## config.mk

```make
export PLATFORM = sky130hd
export DESIGN_NAME = sdt_section_parser_unit
export DESIGN_NICKNAME = d
export VERILOG_FILES = /design/src/hw/rtl/sdtp_pkg.sv /design/src/hw/rtl/sdt_section_parser_unit.sv
export SDC_FILE = /design/constraint.sdc
export NUM_CORES = 1
export LEC_CHECK = 0
export BUFFER_PORTS_ARGS = -buffer_cell sky130_fd_sc_hd__buf_2
export CAP_MARGIN = 10
export CORE_MARGIN = 2
export CORE_UTILIZATION = 40
export CTS_CLUSTER_DIAMETER = 40
export CTS_CLUSTER_SIZE = 25
export DETAILED_ROUTE_END_ITERATION = 8
export PLACE_DENSITY_LB_ADDON = 0.3
export SYNTH_ARGS = -nofsm -noshare
export SYNTH_HDL_FRONTEND = slang
export SYNTH_SLANG_ARGS = --single-unit
```

## constraint.sdc

```tcl
create_clock -name clk_i -period 14.35 [get_ports clk_i]
set_input_delay 1.435 -clock clk_i [delete_from_list [all_inputs] [get_ports clk_i]]
set_output_delay 1.435 -clock clk_i [all_outputs]
set_load 0.05 [all_outputs]
```

## src/hw/rtl/sdtp_pkg.sv

```systemverilog
// Shared types and constants for the service description table section parser.
// No dependencies; imported by sdt_section_parser_unit.
package sdtp_pkg;

  // Kind of record delivered on the result channel.
  typedef enum logic [2:0] {
    KIND_HEADER     = 3'd0,
    KIND_SERVICE    = 3'd1,
    KIND_DESCRIPTOR = 3'd2,
    KIND_CRC        = 3'd3,
    KIND_REJECT     = 3'd4
  } record_kind_e;

  // Shortest legal section length: fixed header plus CRC.
  localparam logic [11:0] MinSectionLen = 12'd12;
  // Bytes of the section length that lie outside the service loop.
  localparam logic [11:0] LoopOverhead  = 12'd12;

  // Header byte positions counted from the table id byte.
  localparam logic [3:0] PosSecLenHi = 4'd1;
  localparam logic [3:0] PosSecLenLo = 4'd2;
  localparam logic [3:0] PosHoldLast = 4'd8;
  localparam logic [3:0] PosHeadOut  = 4'd9;
  // Number of CRC bytes that close a section.
  localparam logic [3:0] CrcBytes    = 4'd4;

endpackage

```

## src/hw/rtl/sdt_section_parser_unit.sv

```systemverilog
// Service description table section parser: one section byte per beat in,
// header, service, descriptor, CRC and reject records out. Depends on sdtp_pkg.
// A record is registered in the result register when its byte leaves the byte register.
// Throughput: one byte per cycle; all parsing is combinational between the
// byte register and the result register, and a byte waits in the byte register
// only behind an untaken record. Reset clears the phase, counters and valid flags.
module sdt_section_parser_unit (
  input  logic                      clk_i,
  input  logic                      rst_ni,
  input  logic                      in_valid_i,
  output logic                      in_ready_o,
  input  logic [7:0]                data_byte_i,
  input  logic                      section_start_i,
  output logic                      out_valid_o,
  input  logic                      out_ready_i,
  output sdtp_pkg::record_kind_e    record_kind_o,
  output logic [7:0]                tbl_ident_o,
  output logic [11:0]               length_value_o,
  output logic [15:0]               id_value_o,
  output logic [4:0]                version_number_o,
  output logic                      current_next_o,
  output logic [7:0]                sec_number_o,
  output logic [7:0]                last_sec_number_o,
  output logic [12:0]               network_id_o,
  output logic [5:0]                service_flags_o,
  output logic [31:0]               crc_value_o
);
  import sdtp_pkg::*;

  typedef enum logic [1:0] {
    PH_IDLE,
    PH_HEAD,
    PH_LOOP,
    PH_CRC
  } phase_e;

  // Position inside a service entry or its descriptor loop.
  typedef enum logic [2:0] {
    ENT_SVC_ID_HI,
    ENT_SVC_ID_LO,
    ENT_EIT_FLAGS,
    ENT_LOOP_HI,
    ENT_LOOP_LO,
    ENT_TAG,
    ENT_DLEN,
    ENT_BODY
  } entry_e;

  // Input register.
  logic       in_valid_q;
  logic [7:0] in_byte_q;
  logic       in_start_q;

  // Parser state.
  phase_e      phase_q, phase_d;
  logic [3:0]  byte_pos_q, byte_pos_d;
  logic [11:0] sec_len_q, sec_len_d;
  logic [47:0] hdr_q, hdr_d;
  entry_e      entry_q, entry_d;
  logic [15:0] svc_id_q, svc_id_d;
  logic [5:0]  svc_flags_q, svc_flags_d;
  logic [11:0] loop_rem_q, loop_rem_d;
  logic [7:0]  dskip_q, dskip_d;
  logic [31:0] crc_q, crc_d;
  logic [7:0]  tbl_ident_q, tbl_ident_d;
  logic [11:0] dloop_q, dloop_d;

  // Result of the current byte.
  logic         res_valid;
  record_kind_e res_kind;
  logic [11:0]  res_length;
  logic [15:0]  res_id;
  logic [4:0]   res_version;
  logic         res_cur_next;
  logic [7:0]   res_sec_num;
  logic [7:0]   res_last_sec;
  logic [12:0]  res_network;
  logic [5:0]   res_flags;
  logic [31:0]  res_crc;

  logic         out_valid_q;
  logic         advance;
  logic [3:0]   pos_inc;
  logic [11:0]  len_new;
  logic [11:0]  loop_len;
  logic [11:0]  dloop_dec;
  logic [7:0]   dskip_dec;

  // Handshake: the byte register moves on whenever the result register is free.
  assign advance     = in_valid_q && (!out_valid_q || out_ready_i);
  assign in_ready_o  = !in_valid_q || advance;
  assign out_valid_o = out_valid_q;

  assign pos_inc   = byte_pos_q + 4'd1;
  assign len_new   = {hdr_q[3:0], in_byte_q};
  assign loop_len  = sec_len_q - LoopOverhead;
  assign dloop_dec = dloop_q - 12'd1;
  assign dskip_dec = dskip_q - 8'd1;

  // Next state and result for the byte held in the input register.
  always_comb begin
    phase_d      = phase_q;
    byte_pos_d   = byte_pos_q;
    sec_len_d    = sec_len_q;
    hdr_d        = hdr_q;
    entry_d      = entry_q;
    svc_id_d     = svc_id_q;
    svc_flags_d  = svc_flags_q;
    loop_rem_d   = loop_rem_q;
    dskip_d      = dskip_q;
    crc_d        = crc_q;
    tbl_ident_d  = tbl_ident_q;
    dloop_d      = dloop_q;
    res_valid    = 1'b0;
    res_kind     = KIND_HEADER;
    res_length   = '0;
    res_id       = '0;
    res_version  = '0;
    res_cur_next = 1'b0;
    res_sec_num  = '0;
    res_last_sec = '0;
    res_network  = '0;
    res_flags    = '0;
    res_crc      = '0;

    if (in_start_q) begin
      // A start byte restarts parsing from any phase.
      phase_d     = PH_HEAD;
      byte_pos_d  = '0;
      tbl_ident_d = in_byte_q;
      hdr_d       = '0;
      crc_d       = '0;
      entry_d     = ENT_SVC_ID_HI;
    end else begin
      unique case (phase_q)
        PH_HEAD: begin
          byte_pos_d = pos_inc;
          if (pos_inc == PosSecLenHi) begin
            hdr_d = {40'd0, in_byte_q};
          end else if (pos_inc == PosSecLenLo) begin
            sec_len_d = len_new;
            hdr_d     = '0;
            if (!hdr_q[7] || (len_new < MinSectionLen)) begin
              res_valid  = 1'b1;
              res_kind   = KIND_REJECT;
              res_length = len_new;
              phase_d    = PH_IDLE;
            end
          end else if (pos_inc <= PosHoldLast) begin
            hdr_d = {hdr_q[39:0], in_byte_q};
          end else if (pos_inc == PosHeadOut) begin
            res_valid    = 1'b1;
            res_kind     = KIND_HEADER;
            res_length   = sec_len_q;
            res_id       = hdr_q[47:32];
            res_version  = hdr_q[29:25];
            res_cur_next = hdr_q[24];
            res_sec_num  = hdr_q[23:16];
            res_last_sec = hdr_q[15:8];
            res_network  = {hdr_q[4:0], in_byte_q};
          end else begin
            // Reserved byte after the network id: set up the service loop.
            loop_rem_d = loop_len;
            entry_d    = ENT_SVC_ID_HI;
            byte_pos_d = '0;
            crc_d      = '0;
            phase_d    = (loop_len == 12'd0) ? PH_CRC : PH_LOOP;
          end
        end

        PH_LOOP: begin
          unique case (entry_q)
            ENT_SVC_ID_HI: begin
              svc_id_d    = {in_byte_q, 8'd0};
              svc_flags_d = '0;
              entry_d     = ENT_SVC_ID_LO;
            end
            ENT_SVC_ID_LO: begin
              svc_id_d = {svc_id_q[15:8], in_byte_q};
              entry_d  = ENT_EIT_FLAGS;
            end
            ENT_EIT_FLAGS: begin
              svc_flags_d = {svc_flags_q[5:2], in_byte_q[1:0]};
              entry_d     = ENT_LOOP_HI;
            end
            ENT_LOOP_HI: begin
              svc_flags_d = {in_byte_q[4], in_byte_q[7:5], svc_flags_q[1:0]};
              dloop_d     = {in_byte_q[3:0], 8'd0};
              entry_d     = ENT_LOOP_LO;
            end
            ENT_LOOP_LO: begin
              dloop_d    = {dloop_q[11:8], in_byte_q};
              res_valid  = 1'b1;
              res_kind   = KIND_SERVICE;
              res_length = {dloop_q[11:8], in_byte_q};
              res_id     = svc_id_q;
              res_flags  = svc_flags_q;
              entry_d    = ({dloop_q[11:8], in_byte_q} != 12'd0) ? ENT_TAG : ENT_SVC_ID_HI;
            end
            ENT_TAG: begin
              dskip_d = in_byte_q;
              dloop_d = dloop_dec;
              entry_d = (dloop_dec != 12'd0) ? ENT_DLEN : ENT_SVC_ID_HI;
            end
            ENT_DLEN: begin
              dloop_d    = dloop_dec;
              res_valid  = 1'b1;
              res_kind   = KIND_DESCRIPTOR;
              res_length = {4'd0, in_byte_q};
              res_id     = {8'd0, dskip_q};
              dskip_d    = in_byte_q;
              if (dloop_dec == 12'd0) begin
                entry_d = ENT_SVC_ID_HI;
              end else begin
                entry_d = (in_byte_q != 8'd0) ? ENT_BODY : ENT_TAG;
              end
            end
            ENT_BODY: begin
              // Descriptor bodies are skipped, bounded by the descriptor loop.
              dloop_d = dloop_dec;
              dskip_d = dskip_dec;
              if (dloop_dec == 12'd0) begin
                entry_d = ENT_SVC_ID_HI;
              end else if (dskip_dec == 8'd0) begin
                entry_d = ENT_TAG;
              end
            end
            default: entry_d = ENT_SVC_ID_HI;
          endcase
          loop_rem_d = loop_rem_q - 12'd1;
          if (loop_rem_q == 12'd1) begin
            phase_d    = PH_CRC;
            byte_pos_d = '0;
            crc_d      = '0;
          end
        end

        PH_CRC: begin
          crc_d      = {crc_q[23:0], in_byte_q};
          byte_pos_d = pos_inc;
          if (pos_inc >= CrcBytes) begin
            res_valid = 1'b1;
            res_kind  = KIND_CRC;
            res_crc   = {crc_q[23:0], in_byte_q};
            phase_d   = PH_IDLE;
          end
        end

        default: ;
      endcase
    end
  end

  // Input register, parser state and result register.
  always_ff @(posedge clk_i or negedge rst_ni) begin
    if (!rst_ni) begin
      in_valid_q  <= 1'b0;
      out_valid_q <= 1'b0;
      phase_q     <= PH_IDLE;
      byte_pos_q  <= '0;
      entry_q     <= ENT_SVC_ID_HI;
      loop_rem_q  <= '0;
      dloop_q     <= '0;
      dskip_q     <= '0;
    end else begin
      if (in_ready_o) begin
        in_valid_q <= in_valid_i;
      end
      out_valid_q <= (out_valid_q && !out_ready_i) || (advance && res_valid);
      if (advance) begin
        phase_q    <= phase_d;
        byte_pos_q <= byte_pos_d;
        entry_q    <= entry_d;
        loop_rem_q <= loop_rem_d;
        dloop_q    <= dloop_d;
        dskip_q    <= dskip_d;
      end
    end
  end

  // Payload registers carry no reset.
  always_ff @(posedge clk_i) begin
    if (in_ready_o && in_valid_i) begin
      in_byte_q  <= data_byte_i;
      in_start_q <= section_start_i;
    end
    if (advance) begin
      sec_len_q   <= sec_len_d;
      hdr_q       <= hdr_d;
      svc_id_q    <= svc_id_d;
      svc_flags_q <= svc_flags_d;
      crc_q       <= crc_d;
      tbl_ident_q <= tbl_ident_d;
    end
    if (advance && res_valid) begin
      record_kind_o     <= res_kind;
      tbl_ident_o       <= tbl_ident_q;
      length_value_o    <= res_length;
      id_value_o        <= res_id;
      version_number_o  <= res_version;
      current_next_o    <= res_cur_next;
      sec_number_o      <= res_sec_num;
      last_sec_number_o <= res_last_sec;
      network_id_o      <= res_network;
      service_flags_o   <= res_flags;
      crc_value_o       <= res_crc;
    end
  end

`ifndef SYNTH
  // The service loop phase is left as soon as its byte budget is spent.
  a_loop_nonzero: assert property (@(posedge clk_i) disable iff (!rst_ni)
    phase_q == PH_LOOP |-> loop_rem_q != 12'd0)
    else $error("service loop phase with no bytes left");

  // The CRC phase ends on its fourth byte.
  a_crc_pos: assert property (@(posedge clk_i) disable iff (!rst_ni)
    phase_q == PH_CRC |-> byte_pos_q < CrcBytes)
    else $error("CRC byte counter overran");

  // The header phase never runs past the reserved byte.
  a_head_pos: assert property (@(posedge clk_i) disable iff (!rst_ni)
    phase_q == PH_HEAD |-> byte_pos_q <= PosHeadOut)
    else $error("header byte counter overran");

  // A start byte restarts the header phase at position zero.
  a_restart: assert property (@(posedge clk_i) disable iff (!rst_ni)
    advance && in_start_q |=> phase_q == PH_HEAD && byte_pos_q == 4'd0)
    else $error("start byte did not restart the header");
`endif

endmodule

```

==> results.cfg, run 1 <==
[synth]
synth_nets = 1032
synth_top_area_cell = edfxtp_1
ys_types = 75
synth_area_leaders = edfxtp_1 57%, dfrtp_1 8.7%, and2_1 4.9%
synth_common_cells = 235 x edfxtp_1, 115 x nor2_1, 97 x and2_1
syn_inst = 1004
async_reset_ff_frac = 0.1547
synth_flop_cell = edfxtp_1
synth_area_um2 = 12390
synth_seq_cells = 278
syn_area_per_cell_um2 = 12.34
synth_top_cell_area_share = 0.5697
ys.warnings.count = 0
synth_edf_count = 235
seq_area_frac_synth = 0.6566
synthMostInstantiatedCell = edfxtp_1

[hold_path]
min_path_type = reg2reg

[sta]
setup_tns_ns = 0
hold_viol = 0
hold_slack_ns = 0.4252
fin_ws_ns = 9.632
setup_viol = 0
max_freq_ghz = 0.2120
tightest_slew_ns = 1.122
rsz0062_at_grt = false
fin_crit_ns = 4.718
drv_slew = 0
fin_crit_sh = 0.3288
clock_skew_ns = 0.02027
slew-limit-headroom = 0.2519

[routing]
firstDrtPassIters = 6
drc = 0
wire_per_inst_um = 18.90
via_per_inst = 5.423
vias = 8400
wirelength_mm = 29.28
drtIter0Drc = 835
drtAntennaViolNets = 0

[critical_path]
r2r_slack_ns = 9.63
cp.required_ns = 14.48
path_max_fanout = 88
worstSetupPathType = reg2reg
end_kind = flop
crit_arrival_ns = 4.85
critPathLaunchType = flop

[cells_and_area]
fin_area_um2 = 14830
nFillCells = 2745
fin_nets = 1149
finalNonFillerCells = 1549
num_antenna_cells = 0
syn_to_final_growth_pct = 19.69
drive_gt1_frac = 0.2082
fin_util = 0.4859

[floorplanning]
die_h_um = 180.0
start_util = 0.4060
io_pins = 127
num_rows = 64
die_area_um2 = 32390
core_area_um2 = 30510
fp.dieW_um = 180.0

[clocking]
cts_setup_buffers = 0
cts_buffer_depth = 3
root_buffer = clkbuf_16
clkSinkCount = 278
ctsResizeCount = 0
numCtsBuffers = 40
clk_pin_slew_ns = 0.06
cts_tree = yes
clk-insertion-delay-late_ns = 0.53
cts_hold_buf = 0
cts_max_level = 2

[global_route]
grtUsageTotal = 0.1800
grt_pass1_vias = 8011
antenna_found_initial = 0
grt_max_degree = 89
grt_pass1_wl_mm = 46.13
grt_overflow_total = 0

[power_and_ir_drop]
p_leak_nw = 5.626
powerDensity_nw_per_um2 = 184.2
vdd_ir_drop_max_v = 0.00008892
finalPower_mw = 2.731

[placement]
place_ws_ns = 9.553
port_buffers = 126
dp_cells = 1474
dp_hpwl_mm = 18.90
gp_congestion = 0.8681
dpl-instance-area_um2 = 13390

[job]
maxCapViolations = 0

[run_status]
outcome = completed
## flip-flops by register name, summed over array words and instances, names as in the netlist, 5 cells and up
register           flops
last_sec_number_o      8
in_byte_q              8
loop_rem_q            12
svc_flags_q            6
sec_number_o           8
hdr_q                 48
dskip_q                8
sec_len_q             12
network_id_o          13
service_flags_o        6
tbl_ident_o            8
tbl_ident_q            8
length_value_o        12
version_number_o       5
crc_value_o           32
svc_id_q              16
id_value_o            16
crc_q                 24
dloop_q               12
## cells in the final DEF, fill, tap and decap left out, types with 4 or more instances in the layout
| cell type | synthesis | layout |
|---|---|---|
| o41ai_1 | 4 | 4 |
| o21ai_0 | 41 | 41 |
| or3_1 | 5 | 5 |
| nor3_1 | 26 | 24 |
| inv_6 | 0 | 11 |
| a21o_1 | 4 | 4 |
| a211oi_1 | 6 | 6 |
| or2_2 | 10 | 10 |
| clkbuf_16 | 0 | 41 |
| xnor2_1 | 6 | 6 |
| nor2b_1 | 16 | 16 |
| bufinv_16 | 0 | 5 |
| and2_1 | 97 | 97 |
| buf_2 | 3 | 126 |
| dfrtp_1 | 43 | 43 |
| nor2_1 | 115 | 114 |
| nor4b_1 | 4 | 4 |
| a22o_1 | 9 | 9 |
| inv_1 | 18 | 18 |
| o22ai_1 | 5 | 5 |
| a22oi_1 | 12 | 12 |
| ha_1 | 15 | 15 |
| buf_4 | 0 | 8 |
| o211ai_1 | 7 | 7 |
| mux2i_1 | 10 | 10 |
| nand4_1 | 6 | 6 |
| xor2_1 | 6 | 6 |
| nand2b_1 | 12 | 12 |
| nand3_1 | 9 | 9 |
| clkinv_4 | 0 | 4 |
| nand2_1 | 53 | 53 |
| a21oi_1 | 34 | 33 |
| or4_1 | 5 | 5 |
| nor4_1 | 14 | 14 |
| and3_1 | 45 | 45 |
| edfxtp_1 | 235 | 235 |
| a222oi_1 | 4 | 4 |
## metal layers
metal | wire (um) | global-route usage
met1 | 13890 | 0.2688
met2 | 12900 | 0.2703
met3 | 1817 | 0.02958
met4 | 673 | 0.05333
met5 | 0 | 0
## report_power, final
group / total (mW) / internal (mW) / switching [mW]
clock: 1.03 / 0.631 / 0.395
sequential: 1.15 / 1.04 / 0.107
combinational: 0.557 / 0.180 / 0.377
## layout make-up
cell class / instances / area (um2) / area share
Tap cell: 396 / 495.5 / 0.03342
Clock buffer: 42 / 1030 / 0.06946
Timing Repair Buffer: 135 / 705.7 / 0.04760
Sequential cell: 278 / 8133 / 0.5486
Inverter: 18 / 67.56 / 0.004557
Multi-Input combinational cell: 648 / 4005 / 0.2701
Clock inverter: 32 / 389.1 / 0.02625
## worst paths after layout
path	depth (start not counted)	endpoint	from
min	0	tbl_ident_o[3]$_DFFE_PP_	tbl_ident_q[3]$_DFFE_PP_
max reg2reg	6	id_value_o[0]$_SDFFCE_PP0P_	byte_pos_q[0]$_DFFE_PN0P_
max	6	id_value_o[0]$_SDFFCE_PP0P_	byte_pos_q[0]$_DFFE_PN0P_
min in group asynchronous	2	loop_rem_q[3]$_DFFE_PN0P_	rst_ni
min reg2reg	0	tbl_ident_o[3]$_DFFE_PP_	tbl_ident_q[3]$_DFFE_PP_
max in group asynchronous	2	dskip_q[0]$_DFFE_PN0P_	rst_ni
## cell families after synthesis
family,share of synthesized area
buffers and inverters,0.02424
xor gates and xnor gates,0.008485
and+or+nand+nor,0.1892
muxes,0.008990
DFF,0.6566
adders and majority gates,0.01515
AOI/OAI and AO/OA,0.09737
## worst max-delay path: stages, from the launching register on
cell     delay [ns]
dfrtp_1        0.47
ha_1           0.40
nor3_1         0.12
a41oi_2        0.88
nand2_1        0.53
a31oi_4        0.87
buf_4          0.93
Power figures use the tool's default switching activity.
==> run 2: changes to the inputs <==
==> constraint.sdc (replaced) <==
create_clock -name clk_i -period 4 [get_ports clk_i]
set_input_delay 0.4 -clock clk_i [delete_from_list [all_inputs] [get_ports clk_i]]
set_output_delay 0.4 -clock clk_i [all_outputs]
set_load 0.05 [all_outputs]
==> run 2 against run 1 <==
Effect of this change: the flow now finishes with violations (negative hold slack); critical endpoint is now id_value_o[2]$_SDFFCE_PP0P_; cell count grew 0.52%; core utilization rose by 0.13 points; flip-flop and latch count stayed put; first-iteration DRC count increased by 2.6%; register-to-register slack worse by 8.6 ns; highest routed layer unchanged; critical path depth is 1 lower; die area is the same; worst setup slack worse by 8.6 ns; fmax grew 59%.
==> results.cfg, run 2 (synthesized netlist as in run 1, its figures left out) <==
[run_status]
outcome = finished with violations
violations = negative hold slack

[floorplanning]
io_pins = 127
fp.dieW_um = 180.0
die_area_um2 = 32390
die_h_um = 180.0
start_util = 0.4060
num_rows = 64
core_area_um2 = 30510

[clocking]
clk_pin_slew_ns = 0.06
clkSinkCount = 278
numCtsBuffers = 39
cts_setup_buffers = 0
cts_max_level = 2
root_buffer = clkbuf_16
cts_tree = yes
cts_hold_buf = 0
ctsResizeCount = 0
cts_buffer_depth = 3
clk-insertion-delay-late_ns = 0.53

[hold_path]
min_path_type = in2async

[sta]
clock_skew_ns = 0.03194
drv_slew = 0
hold_viol = 12
hold_slack_ns = -0.006684
max_freq_ghz = 0.3373
rsz0062_at_grt = false
setup_tns_ns = 0
tightest_slew_ns = 0.9382
setup_viol = 0
fin_crit_sh = 0.7411
slew-limit-headroom = 0.3584
fin_crit_ns = 2.964

[critical_path]
critPathLaunchType = flop
crit_slowest_cell = or4_4
reg2reg_depth = 5
end_kind = flop
cp_slowest_stage_delay_ns = 0.65
cp.required_ns = 4.13
path_max_fanout = 48
worstSetupPathDepth = 5
cp_num_buf_inv = 1
worstSetupPathType = reg2reg
path_delay_family = compound AO/OA/AOI/OAI gates
cp_cell_sequence = or4_4, o31ai_4, a41oi_2, a31oi_4, buf_4
crit_arrival_ns = 3.10

[power_and_ir_drop]
p_leak_nw = 5.658
powerDensity_nw_per_um2 = 656.6
vdd_ir_drop_max_v = 0.0003318
finalPower_mw = 9.760

[routing]
wire_per_inst_um = 19.19
drc = 0
drtIter0Drc = 857
drtAntennaViolNets = 0
firstDrtPassIters = 6
vias = 8479
via_per_inst = 5.446
wirelength_mm = 29.88

[cells_and_area]
largest-register = hdr_q
drive_gt1_frac = 0.2127
mostFrequentLayoutCells = 235 x edfxtp_1, 126 x buf_2, 114 x nor2_1
largestRegisters = hdr_q: 48 flops, crc_value_o: 32 flops, crc_q: 24 flops
largest_reg_flops = 48
final_common_cell = edfxtp_1
fin_area_um2 = 14860
fin_nets = 1158
num_antenna_cells = 0
syn_to_final_growth_pct = 20.00

[global_route]
grtUsageTotal = 0.1839
grt_max_degree = 66
grt_overflow_total = 0
grt_pass1_vias = 8154
antenna_found_initial = 0
grt_pass1_wl_mm = 47.09

[placement]
port_buffers = 126
gp_congestion = 0.8415
dp_hpwl_mm = 19.35
dpl-instance-area_um2 = 13480

[job]
maxCapViolations = 0
## run 2: cell types whose count changed in the layout (fill, tap and decap cells not counted), sizes merged
cell / before / now
inv: 32 / 31
buf: 135 / 145
clkinv: 10 / 9
## run 2: area by class of cell
cell class	count	area, um2
fill	2690	15650
sequential	278	8133
multi-input combinational	648	4000
clock buffer	42	1018
timing repair buffer	145	785.8
tap	396	495.5
clock inverter	30	364.1
inverter	18	67.56
## run 2: final timing paths
check                                               from                          end  slack (ns)
worst max-delay path              in_byte_q[7]$_DFFE_PP_  id_value_o[2]$_SDFFCE_PP0P_        1.04
max in group asynchronous                         rst_ni       dskip_q[2]$_DFFE_PN0P_        3.57
min in group clk_i                        data_byte_i[1]       in_byte_q[1]$_DFFE_PP_        0.05
worst min register to register  tbl_ident_q[0]$_DFFE_PP_     tbl_ident_o[0]$_DFFE_PP_        0.42
worst max register to register    in_byte_q[7]$_DFFE_PP_  id_value_o[2]$_SDFFCE_PP0P_        1.04
worst min-delay path                              rst_ni        out_valid_o$_DFF_PN0_      -0.007
## run 2: metrics by stage
step	hold WS (ns)	utilization	std cells	setup WS, ns
finish	-0.006684	0.4872	1557	1.036
global route	0.04379	0.4872	1557	0.9429
CTS	0.008648	0.4872	1557	1.042
detailed placement	0.4073	0.4419	1485	1.046
global placement	0.4064	0.4419	1485	1.126
floorplan	0.1044	-	1004	0.03139
## run 2: routing by layer
metal  global-route usage  vias to the layer above  share of wire
li1                     -                     3972              -
met1               0.2672                     4113           0.46
met2               0.2834                      334           0.45
met3              0.03181                       60          0.066
met4              0.05463                        0          0.026
met5                    0                        -              0
## run 2: report_power, final
group          switching (mW)  leakage [nW]  internal [mW]
sequential              0.376          2.77           3.73
clock                    1.38         0.675           2.23
combinational            1.38          2.21          0.666
==> run 3: changes to the inputs <==
==> constraint.sdc (replaced) <==
create_clock -name clk_i -period 2.6 [get_ports clk_i]
set_input_delay 0.26 -clock clk_i [delete_from_list [all_inputs] [get_ports clk_i]]
set_output_delay 0.26 -clock clk_i [all_outputs]
set_load 0.05 [all_outputs]
==> run 3 against run 2 <==
Effect of this change: the run now ends clean; critical path type unchanged; largest power group unchanged; critical endpoint is now id_value_o[9]$_SDFFCE_PP0P_; combinational power grew 83%; non-clock buffer count grew 76; clock power grew 44%.
==> results.cfg, run 3 (synthesized netlist as in run 1, its figures left out) <==
[run_status]
outcome = completed

[cells_and_area]
fin_util = 0.5081
fin_area_um2 = 15500
largest_reg_flops = 48
nFillCells = 2641
final_common_cell = edfxtp_1
mostFrequentLayoutCells = 235 x edfxtp_1, 126 x buf_2, 114 x nor2_1
largestRegisters = hdr_q: 48 flops, crc_value_o: 32 flops, crc_q: 24 flops
largest-register = hdr_q
fin_nets = 1234
syn_to_final_growth_pct = 25.14
drive_gt1_frac = 0.2532
num_antenna_cells = 0

[hold_path]
min_path_type = in2reg

[floorplanning]
io_pins = 127
core_area_um2 = 30510
start_util = 0.4060
num_rows = 64
die_h_um = 180.0
fp.dieW_um = 180.0
die_area_um2 = 32390

[critical_path]
cp.required_ns = 2.81
crit_end = id_value_o[9]$_SDFFCE_PP0P_
worstSetupPathType = reg2reg
critPathLaunchType = flop
r2r-start = hdr_q[3]$_SDFFCE_PP0P_
r2r-end = id_value_o[9]$_SDFFCE_PP0P_
path_max_fanout = 25
r2r_slack_ns = 0.14
end_kind = flop
reg2reg_depth = 6
cp-startpoint = hdr_q[3]$_SDFFCE_PP0P_
crit_arrival_ns = 2.67

[clocking]
numCtsBuffers = 39
clkSinkCount = 278
cts_max_level = 2
cts_buffer_depth = 3
cts_tree = yes
root_buffer = clkbuf_16
clk_pin_slew_ns = 0.06
clk-insertion-delay-late_ns = 0.52

[routing]
via_per_inst = 5.323
drc = 0
vias = 8687
wire_per_inst_um = 18.39
drtIter0Drc = 748
firstDrtPassIters = 5
drtAntennaViolNets = 0
wirelength_mm = 30.01

[placement]
gp_congestion = 0.9111
port_buffers = 126
dpl-instance-area_um2 = 14010
dp_hpwl_mm = 20.27
place_ws_ns = 0.01953

[global_route]
grt_pass1_wl_mm = 46.98
grtUsageTotal = 0.1827
grt_overflow_total = 0
grt_max_degree = 43
grt_pass1_vias = 8342
antenna_found_initial = 0

[power_and_ir_drop]
p_leak_nw = 6.015
vdd_ir_drop_max_v = 0.0004359
powerDensity_nw_per_um2 = 975.2

[sta]
hold_viol = 0
rsz0062_at_grt = false
setup_viol = 0
max_freq_ghz = 0.4066
tightest_slew_ns = 0.7899
fin_crit_ns = 2.460
slew-limit-headroom = 0.4703
drv_slew = 0
clock_skew_ns = 0.02273
fin_ws_ns = 0.1405
fin_crit_sh = 0.9460
setup_tns_ns = 0

[job]
maxCapViolations = 0
==> run 3: changes by cell type in the layout (fill, tap and decap cells not counted), moves of 2 or more <==
cell | previous run | this run
buf_12 | 1 | 5
clkinv_4 | 1 | 4
dlygate4sd3_1 | 0 | 11
clkbuf_16 | 40 | 42
inv_6 | 10 | 7
bufinv_16 | 5 | 1
clkinv_2 | 5 | 3
clkinvlp_4 | 3 | 5
buf_4 | 18 | 76
inv_8 | 3 | 5
==> run 3: repair_timing <==
item                       CTS  global route
buffers inserted             0             2
setup endpoints to repair   24           109
gates resized for setup      1             4
hold endpoints to repair    29             0
gates cloned                 0             1
pin swaps                    0             1
hold buffers                11             0
==> run 3: worst max-delay path: stages (launching register included) <==
cell and delay [ns]:
edfxtp_1 0.39, or4_4 0.59, o31ai_4 0.31, a41oi_2 0.20, a31oi_4 0.28, buf_12 0.19, buf_12 0.19
==> run 3: power breakdown <==
part	internal (mW)	switching [mW]	total, mW	leakage (nW)
clock network	3.10	2.09	5.19	0.634
logic	1.39	2.37	3.76	2.61
registers	5.73	0.431	6.16	2.77
total	10.2	4.89	15.1	6.01
==> run 3: cell type report <==
| class | count | area [um2] | share of cell area |
|---|---|---|---|
| Inverter | 18 | 67.56 | 0.004359 |
| Clock buffer | 43 | 1044 | 0.06732 |
| Tap cell | 396 | 495.5 | 0.03196 |
| Multi-Input combinational cell | 648 | 4015 | 0.2590 |
| Timing Repair Buffer | 221 | 1475 | 0.09516 |
| Clock inverter | 28 | 271.5 | 0.01752 |
| Sequential cell | 278 | 8133 | 0.5247 |
==> run 3: metrics by stage <==
stage	hold WS (ns)	power [mW]	cells
3_5_place_dp	0.2654	9.926	1547
4_1_cts	0.05643	15.18	1629
5_1_grt	0.1050	15.88	1632
3_3_place_gp	0.2640	9.857	1547
6_report	0.07061	15.12	1632
2_1_floorplan	-0.03559	8.592	1004
==> run 3: how the worst min path moves through the flow <==
stage,cells after the start,end,start
after detailed placement,1,dskip_q[0]$_DFFE_PN0P_,rst_ni
after global placement,1,dskip_q[1]$_DFFE_PN0P_,rst_ni
after floorplan,0,byte_pos_q[0]$_DFFE_PN0P_,rst_ni
final,4,in_valid_q$_DFFE_PN0N_,out_ready_i
after global routing,4,in_valid_q$_DFFE_PN0N_,out_ready_i
after CTS,4,in_valid_q$_DFFE_PN0N_,out_ready_i
==> run 3: layer usage <==
metal | global-route usage | routed length, um
met3 | 0.03667 | 2005
met2 | 0.2733 | 13360
met4 | 0.05528 | 705
met5 | 0 | 0
met1 | 0.2691 | 13940
